[src/rtl/mtt_pkg.sv]
// Shared types and constants of the message text tokenizer.
package mtt_pkg;

    // Width of the signed bracket nesting count
    localparam int NEST_BITS = 8;
    localparam logic signed [NEST_BITS-1:0] NEST_MAX = {1'b0, {(NEST_BITS-1){1'b1}}};
    localparam logic signed [NEST_BITS-1:0] NEST_MIN = {1'b1, {(NEST_BITS-1){1'b0}}};

    // Depths of the command queue and the result queue
    localparam int CMD_Q_DEPTH = 4;
    localparam int CMD_Q_PTR_W = $clog2(CMD_Q_DEPTH);
    localparam int RES_Q_DEPTH = 2;
    localparam int RES_Q_PTR_W = $clog2(RES_Q_DEPTH);

    // Characters of interest
    localparam logic [7:0] CH_SPACE  = 8'h20;
    localparam logic [7:0] CH_TAB    = 8'h09;
    localparam logic [7:0] CH_LBR    = 8'h5B;
    localparam logic [7:0] CH_RBR    = 8'h5D;
    localparam logic [7:0] CH_BSLASH = 8'h5C;
    localparam logic [7:0] CH_QUOTE  = 8'h22;
    localparam logic [7:0] CH_ZERO   = 8'h30;
    localparam logic [7:0] CH_NINE   = 8'h39;
    localparam logic [7:0] CH_PLUS   = 8'h2B;
    localparam logic [7:0] CH_MINUS  = 8'h2D;
    localparam logic [7:0] CH_DOT    = 8'h2E;

    // Class of a token's first character
    localparam logic [1:0] CLS_NUM  = 2'd0;
    localparam logic [1:0] CLS_LIST = 2'd2;
    localparam logic [1:0] CLS_STR  = 2'd3;

    // Token kinds
    localparam logic [1:0] KIND_INT    = 2'd0;
    localparam logic [1:0] KIND_DOUBLE = 2'd1;

    // Classified character handed from front to back
    typedef struct packed {
        logic [7:0] ch;
        logic       last;
        logic       blank;
        logic       quote;
        logic       lbr;
        logic       rbr;
        logic       bslash;
        logic       dot;
        logic [1:0] cls;
    } cmd_t;

    // One result item
    typedef struct packed {
        logic       keep_char;
        logic [7:0] out_char;
        logic       token_done;
        logic [1:0] token_kind;
        logic       dropped;
    } res_t;

endpackage

[src/rtl/mtt_front.sv]
// Front end: classifies each character and queues it for the back end.
module mtt_front
(
    input  logic          clk,
    input  logic          rst_n,
    input  logic [7:0]    ch,
    input  logic          line_end,
    input  logic          push,
    output logic          full,
    output logic          cmd_valid,
    output mtt_pkg::cmd_t cmd,
    input  logic          cmd_take
);

    mtt_pkg::cmd_t                   cmd_mem_reg [mtt_pkg::CMD_Q_DEPTH];
    logic [mtt_pkg::CMD_Q_PTR_W-1:0] wr_ptr_reg, wr_ptr_next;
    logic [mtt_pkg::CMD_Q_PTR_W-1:0] rd_ptr_reg, rd_ptr_next;
    logic [mtt_pkg::CMD_Q_PTR_W:0]   cnt_reg, cnt_next;
    mtt_pkg::cmd_t                   cls_cmd;
    logic [7:0]                      c;
    logic                            wr_en;
    logic                            rd_en;

    // Classify the incoming character; a line end stands for a space
    always_comb
    begin
        c               = line_end ? mtt_pkg::CH_SPACE : ch;
        cls_cmd.ch      = c;
        cls_cmd.last    = line_end;
        cls_cmd.blank   = (c == mtt_pkg::CH_SPACE) || (c == mtt_pkg::CH_TAB);
        cls_cmd.quote   = (c == mtt_pkg::CH_QUOTE);
        cls_cmd.lbr     = (c == mtt_pkg::CH_LBR);
        cls_cmd.rbr     = (c == mtt_pkg::CH_RBR);
        cls_cmd.bslash  = (c == mtt_pkg::CH_BSLASH);
        cls_cmd.dot     = (c == mtt_pkg::CH_DOT);
        if ((c >= mtt_pkg::CH_ZERO && c <= mtt_pkg::CH_NINE) || c == mtt_pkg::CH_PLUS ||
            c == mtt_pkg::CH_MINUS || c == mtt_pkg::CH_DOT)
        begin
            cls_cmd.cls = mtt_pkg::CLS_NUM;
        end
        else if (c == mtt_pkg::CH_LBR)
        begin
            cls_cmd.cls = mtt_pkg::CLS_LIST;
        end
        else
        begin
            cls_cmd.cls = mtt_pkg::CLS_STR;
        end
    end

    // Queue handshake
    assign full      = (cnt_reg == (mtt_pkg::CMD_Q_PTR_W+1)'(mtt_pkg::CMD_Q_DEPTH));
    assign cmd_valid = (cnt_reg != '0);
    assign cmd       = cmd_mem_reg[rd_ptr_reg];
    assign wr_en     = push && !full;
    assign rd_en     = cmd_take && cmd_valid;

    // Advance pointers and count
    always_comb
    begin
        wr_ptr_next = wr_en ? wr_ptr_reg + 1'b1 : wr_ptr_reg;
        rd_ptr_next = rd_en ? rd_ptr_reg + 1'b1 : rd_ptr_reg;
        cnt_next    = cnt_reg;
        if (wr_en && !rd_en)
        begin
            cnt_next = cnt_reg + 1'b1;
        end
        else if (rd_en && !wr_en)
        begin
            cnt_next = cnt_reg - 1'b1;
        end
    end

    always_ff @(posedge clk or negedge rst_n)
    begin
        if (!rst_n)
        begin
            wr_ptr_reg <= '0;
            rd_ptr_reg <= '0;
            cnt_reg    <= '0;
        end
        else
        begin
            wr_ptr_reg <= wr_ptr_next;
            rd_ptr_reg <= rd_ptr_next;
            cnt_reg    <= cnt_next;
        end
    end

    // Store the classified transaction
    always_ff @(posedge clk)
    begin
        if (wr_en)
        begin
            cmd_mem_reg[wr_ptr_reg] <= cls_cmd;
        end
    end

endmodule

[src/rtl/mtt_back.sv]
// Back end: runs the tokenizer state and queues one result per character.
module mtt_back
(
    input  logic          clk,
    input  logic          rst_n,
    input  logic          cmd_valid,
    input  mtt_pkg::cmd_t cmd,
    output logic          cmd_take,
    input  logic          pop,
    output logic          empty,
    output mtt_pkg::res_t res
);

    logic                                  esc_reg, esc_next;
    logic                                  inq_reg, inq_next;
    logic                                  begun_reg, begun_next;
    logic signed [mtt_pkg::NEST_BITS-1:0]  nest_reg, nest_next;
    logic [1:0]                            fc_reg, fc_next;
    logic                                  dot_reg, dot_next;
    mtt_pkg::res_t                         step_res;

    mtt_pkg::res_t                         res_mem_reg [mtt_pkg::RES_Q_DEPTH];
    logic [mtt_pkg::RES_Q_PTR_W-1:0]       wr_ptr_reg, wr_ptr_next;
    logic [mtt_pkg::RES_Q_PTR_W-1:0]       rd_ptr_reg, rd_ptr_next;
    logic [mtt_pkg::RES_Q_PTR_W:0]         cnt_reg, cnt_next;
    logic                                  rd_en;
    logic                                  room;

    // Take a command when the result queue has room, counting a pop this cycle
    assign empty    = (cnt_reg == '0);
    assign rd_en    = pop && !empty;
    assign room     = (cnt_reg != (mtt_pkg::RES_Q_PTR_W+1)'(mtt_pkg::RES_Q_DEPTH)) || rd_en;
    assign cmd_take = cmd_valid && room;
    assign res      = res_mem_reg[rd_ptr_reg];

    // Tokenizer step for one character
    always_comb
    begin
        esc_next   = esc_reg;
        inq_next   = inq_reg;
        begun_next = begun_reg;
        nest_next  = nest_reg;
        fc_next    = fc_reg;
        dot_next   = dot_reg;
        step_res   = '0;

        if (esc_reg)
        begin
            // Escaped character is taken literally
            step_res.keep_char = 1'b1;
            step_res.out_char  = cmd.ch;
            dot_next           = dot_reg || cmd.dot;
            esc_next           = 1'b0;
        end
        else
        begin
            // Open a token at its first non-blank character
            if (!begun_reg && !cmd.blank)
            begin
                begun_next = 1'b1;
                fc_next    = cmd.cls;
                dot_next   = 1'b0;
            end
            if (begun_next)
            begin
                if (cmd.quote)
                begin
                    inq_next = !inq_reg;
                end
                if (!inq_next)
                begin
                    if (cmd.lbr && nest_reg != mtt_pkg::NEST_MAX)
                    begin
                        nest_next = nest_reg + 1'b1;
                    end
                    if (cmd.rbr && nest_reg != mtt_pkg::NEST_MIN)
                    begin
                        nest_next = nest_reg - 1'b1;
                    end
                end
                if (cmd.bslash)
                begin
                    esc_next           = 1'b1;
                    step_res.keep_char = 1'b1;
                    step_res.out_char  = cmd.ch;
                end
                else if (!inq_next && cmd.blank && nest_next == '0)
                begin
                    // Close the token and report its kind
                    step_res.token_done = 1'b1;
                    if (fc_next == mtt_pkg::CLS_NUM)
                    begin
                        step_res.token_kind = dot_next ? mtt_pkg::KIND_DOUBLE
                                                       : mtt_pkg::KIND_INT;
                    end
                    else
                    begin
                        step_res.token_kind = fc_next;
                    end
                    begun_next = 1'b0;
                    fc_next    = mtt_pkg::CLS_NUM;
                    dot_next   = 1'b0;
                end
                else
                begin
                    step_res.keep_char = 1'b1;
                    step_res.out_char  = cmd.ch;
                    dot_next           = dot_next || cmd.dot;
                end
            end
        end

        // Line end: flag an open token as dropped, then clear the state
        if (cmd.last)
        begin
            step_res.dropped = begun_next;
            esc_next         = 1'b0;
            inq_next         = 1'b0;
            begun_next       = 1'b0;
            nest_next        = '0;
            fc_next          = mtt_pkg::CLS_NUM;
            dot_next         = 1'b0;
        end
    end

    // Advance result queue pointers and count
    always_comb
    begin
        wr_ptr_next = cmd_take ? wr_ptr_reg + 1'b1 : wr_ptr_reg;
        rd_ptr_next = rd_en ? rd_ptr_reg + 1'b1 : rd_ptr_reg;
        cnt_next    = cnt_reg;
        if (cmd_take && !rd_en)
        begin
            cnt_next = cnt_reg + 1'b1;
        end
        else if (rd_en && !cmd_take)
        begin
            cnt_next = cnt_reg - 1'b1;
        end
    end

    always_ff @(posedge clk or negedge rst_n)
    begin
        if (!rst_n)
        begin
            esc_reg    <= 1'b0;
            inq_reg    <= 1'b0;
            begun_reg  <= 1'b0;
            nest_reg   <= '0;
            fc_reg     <= mtt_pkg::CLS_NUM;
            dot_reg    <= 1'b0;
            wr_ptr_reg <= '0;
            rd_ptr_reg <= '0;
            cnt_reg    <= '0;
        end
        else
        begin
            if (cmd_take)
            begin
                esc_reg   <= esc_next;
                inq_reg   <= inq_next;
                begun_reg <= begun_next;
                nest_reg  <= nest_next;
                fc_reg    <= fc_next;
                dot_reg   <= dot_next;
            end
            wr_ptr_reg <= wr_ptr_next;
            rd_ptr_reg <= rd_ptr_next;
            cnt_reg    <= cnt_next;
        end
    end

    // Store the result transaction
    always_ff @(posedge clk)
    begin
        if (cmd_take)
        begin
            res_mem_reg[wr_ptr_reg] <= step_res;
        end
    end

endmodule

[src/rtl/message_text_tokenizer_top.sv]
// Top level of the message text tokenizer.
// Takes one character of a text line per transaction and returns one result per
// character: whether it is kept in the current token, whether a token ends there and
// its kind, and on a line end whether an unfinished token was dropped. It sustains
// one character per clock cycle while results are popped; the combinational tokenizer
// step in the back end is fed from a four-entry command queue and writes a two-entry
// result queue, so an accepted character is stored in the command queue and its result
// in the result queue before it shows, and a stalled pop backs up into full.
module message_text_tokenizer_top
(
    input  logic       clk,
    input  logic       rst_n,
    input  logic       push,
    output logic       full,
    input  logic [7:0] ch,
    input  logic       line_end,
    input  logic       pop,
    output logic       empty,
    output logic       keep_char,
    output logic [7:0] out_char,
    output logic       token_done,
    output logic [1:0] token_kind,
    output logic       dropped
);

    logic          cmd_valid;
    logic          cmd_take;
    mtt_pkg::cmd_t cmd;
    mtt_pkg::res_t res;

    mtt_front u_front
    (
        .clk       (clk),
        .rst_n     (rst_n),
        .ch        (ch),
        .line_end  (line_end),
        .push      (push),
        .full      (full),
        .cmd_valid (cmd_valid),
        .cmd       (cmd),
        .cmd_take  (cmd_take)
    );

    mtt_back u_back
    (
        .clk       (clk),
        .rst_n     (rst_n),
        .cmd_valid (cmd_valid),
        .cmd       (cmd),
        .cmd_take  (cmd_take),
        .pop       (pop),
        .empty     (empty),
        .res       (res)
    );

    assign keep_char  = res.keep_char;
    assign out_char   = res.out_char;
    assign token_done = res.token_done;
    assign token_kind = res.token_kind;
    assign dropped    = res.dropped;

endmodule

[config.mk]
export PLATFORM = sky130hd
export DESIGN_NAME = message_text_tokenizer_top
export DESIGN_NICKNAME = d
export VERILOG_FILES = /design/src/rtl/mtt_pkg.sv /design/src/rtl/mtt_front.sv /design/src/rtl/mtt_back.sv /design/src/rtl/message_text_tokenizer_top.sv
export SDC_FILE = /design/constraint.sdc
export NUM_CORES = 1
export LEC_CHECK = 0
export BUFFER_PORTS_ARGS = -buffer_cell sky130_fd_sc_hd__buf_4
export CAP_MARGIN = 25
export CELL_PAD_IN_SITES_DETAIL_PLACEMENT = 0
export CELL_PAD_IN_SITES_GLOBAL_PLACEMENT = 2
export CORE_ASPECT_RATIO = 2
export CORE_MARGIN = 2
export CORE_UTILIZATION = 44
export DETAILED_ROUTE_END_ITERATION = 8
export GPL_ROUTABILITY_DRIVEN = 0
export GPL_TIMING_DRIVEN = 0
export PLACE_DENSITY = 0.91
export SLEW_MARGIN = 5
export SYNTH_ARGS = -nofsm -noshare
export SYNTH_HDL_FRONTEND = slang
export SYNTH_SLANG_ARGS = --single-unit
export TNS_END_PERCENT = 50
[constraint.sdc]
create_clock -name clk -period 4.1 [get_ports clk]
set_clock_uncertainty 0.05 [all_clocks]
set_input_delay 0.82 -clock clk [delete_from_list [all_inputs] [get_ports clk]]
set_output_delay 0.82 -clock clk [all_outputs]
set_load 0.03 [all_outputs]
==> metrics.yaml <==
sta:
  layout_setup_ws_ns: 0.423
  fmax_ghz: 0.272
  hold_viol: 0
  slew_headroom: 0.359
  slew_viol_final: 0
  finalSetupViolations: 0
  worst_slew_pin_slew_ns: 0.961
  grt_setup_unrepaired: "no"
  fin_tns_setup_ns: 0
  min_period_over_period: 0.897
  finalCriticalPeriod_ns: 3.68
route:
  drc: 0
  drtIter0Drc: 167
  avgRoutedWirePerCell_um: 19.0
  antenna_left: 0
  detail_route.first_pass.iterations: 5
  vias_per_cell: 5.66
  totalWireLength_um: 11700
  via_count: 3495
cells_and_area:
  antenna_cells: 0
  largest_reg_flops: 68
  design_area_mm2: 0.00666
  multi_input_area_mm2: 0.00212
  area.growth.synth_to_final_pct: 17.1
  drive_gt1_frac: 0.251
  regArea_mm2: 0.00345
  fillerInstances: 1075
  nets: 476
die:
  row_count: 58
  core-area_mm2: 0.0126
  die_area_mm2: 0.0139
  die_h_um: 165
  start_util: 0.450
  ios: 28
  die_x_um: 84.4
clock_network:
  ctsHoldBuffers: 0
  cts_tree: "done"
  clock_path_buffers: 2
  cts_resized: 0
  clk_latency_ns: 0.41
  postCtsSetupBuffers: 0
  numCtsBuffers: 17
  cts_max_level: 4
  cts_root_buf: "clkbuf_16"
  clk_pin_slew_worst_paths_ns: 0.06
  clock_sinks: 119
synth:
  synth-edff-count: 94
  synth.net_count: 429
  syn-cell-area_mm2: 0.00569
  synth-seq-area-share: 0.606
  synthArstFlopShare: 0.210
  synth_cells: 407
  synthFlopType: "edfxtp_1"
  syn_area_per_cell_um2: 14.0
  yosysWarnings: 0
  yosysUniqueCellTypes: 67
  ys_seq_elements: 119
setup_path:
  cp_max_fo: 10
  worstPathRequired_ns: 4.18
  arrival_ns: 3.76
  cp-end-kind: "flip-flop"
  crit_type: "flip-flop to flip-flop"
  startpoint_type: "flip-flop"
grt:
  grt_pass1_vias: 3785
  grt_start_max_net_pins: 26
  met2_usage: 0.350
  grt_use_met1: 0.182
  grt_overflow: 0
  grt_pass1_wl_um: 19400
  grt_use_met3: 0.0340
  grt.total_usage: 0.184
  top_usage_layer: "met2"
  antenna_found_initial: 0
min_path:
  hp-class: "primary input to asynchronous set/reset pin"
power_and_ir_drop:
  leakagePower_nw: 2.44
  power_density_mw_per_mm2: 869
  p_int_mw: 3.56
  seqPwrFrac: 0.334
  peakVddDrop_uv: 463
  power_frac_comb: 0.423
  p_sw_frac: 0.385
  switchingPower_mw: 2.23
  clockPowerShare: 0.243
place:
  portBuffers: 27
  place_ws_ns: 0.473
  dpl.hpwl_um: 8460
  placed_area_mm2: 0.00608
flow_run:
  maxCapViolCount: 0
status:
  status: "finished, final reports clean"
[kinds of logic (layout without fill, tap and decap cells)]
logic type | after synthesis | after routing | synth area share
adder cells (fa/ha/maj) | 9 | 9 | 0.0211
buffers and inverters | 27 | 87 | 0.0211
XOR/XNOR | 14 | 14 | 0.0242
flip-flops | 119 | 119 | 0.606
AND/OR/NAND/NOR | 132 | 132 | 0.127
AO/OA/AOI/OAI | 70 | 70 | 0.0977
multiplexers | 36 | 36 | 0.103
[critical path: stages (launching register included)]
cell and delay [ns]:
dfrtp_1 0.46, inv_1 0.16, ha_1 0.23, or3b_1 0.44, o31ai_4 0.33, buf_2 0.31
mux2i_1 0.31, o2bb2ai_2 0.19, and3_1 0.20, nand3_1 0.13, nor4b_1 0.59
[synth_stat cells, types with 3 or more instances]
library cell,instances,area (um^2)
edfxtp_1,94,2820
nand2_1,34,128
dfrtp_1,25,626
nor2_1,24,90.1
o21ai_0,22,110
mux2_2,18,203
mux4_2,16,360
inv_1,12,45.0
and2_1,9,56.3
nor2b_1,9,56.3
clkbuf_1,8,30.0
ha_1,8,100
nand3_1,8,40.0
o21ai_1,8,40.0
a21oi_1,7,35.0
xnor2_1,7,61.3
nand2b_1,6,37.5
nand4_1,6,37.5
nor4_1,6,37.5
and3_1,5,31.3
nor3_1,5,25.0
or3_1,5,31.3
xor2_1,5,43.8
a31oi_1,4,25.0
buf_2,3,15.0
nor3b_1,3,22.5
[cell usage in the layout, fill, tap and decap left out, drive strengths merged, types with 3 or more instances in the layout]
master	n
mux2	18
clkbuf	25
o31ai	3
a21oi	8
nor2	24
xnor2	8
o21ai	30
and3	5
nand4	7
dfrtp	25
buf	35
mux4	16
or3	5
ha	8
nor3	6
a31oi	4
edfxtp	94
nor4	7
clkinvlp	4
nand2	35
nand2b	6
inv	18
nor2b	9
xor2	6
clkinv	4
nor3b	3
nand3	8
and2	9
[path summary, 6_finish.rpt]
path                                                     start                                 end  slack [ns]  cells past startpoint
worst min register to register   u_back.wr_ptr_reg$_DFFE_PN0P_       u_back.wr_ptr_reg$_DFFE_PN0P_        0.45                      1
worst min-delay path                                     rst_n   u_front.wr_ptr_reg[1]$_DFFE_PN0P_        0.26                      1
max in group asynchronous                                rst_n       u_back.wr_ptr_reg$_DFFE_PN0P_        3.47                      1
worst max register to register  u_back.nest_reg[0]$_DFFE_PN0P_  u_back.res_mem_reg[0][1]$_DFFE_PP_        0.42                     10
min in group clk                 u_back.wr_ptr_reg$_DFFE_PN0P_       u_back.wr_ptr_reg$_DFFE_PN0P_        0.45                      1
worst max-delay path            u_back.nest_reg[0]$_DFFE_PN0P_  u_back.res_mem_reg[0][1]$_DFFE_PP_        0.42                     10
[stage by stage]
step           hold slack (ns)   util  power, mW  std cells
2_1_floorplan            0.410      -       3.73        407
3_3_place_gp             0.425  0.481       4.34        584
5_1_grt                  0.281  0.527       6.15        617
4_1_cts                  0.264  0.527       5.85        616
3_5_place_dp             0.435  0.481       4.42        584
6_report                 0.261  0.527       5.79        617
[routing by layer]
layer	wire, um	vias to the layer above
met5	0	-
met4	488	0
met3	283	24
met2	6810	55
met1	4150	1753
li1	-	1663
[power by group through the flow]
stage	logic (mW)	clock network [mW]	registers [mW]
2_1_floorplan	1.82	0	1.90
3_3_place_gp	2.41	0	1.93
3_5_place_dp	2.46	0	1.96
4_1_cts	2.47	1.43	1.94
5_1_grt	2.69	1.48	1.98
6_report	2.45	1.41	1.94
[final cells by class]
cell class / count / area share
Clock buffer: 17 / 0.0639
Tap cell: 150 / 0.0282
Inverter: 12 / 0.00676
Multi-Input combinational cell: 261 / 0.318
Sequential cell: 119 / 0.518
Buffer: 15 / 0.0113
Clock inverter: 15 / 0.0218
Timing Repair Buffer: 28 / 0.0321
Note: power is estimated with default switching activity, not from simulation.
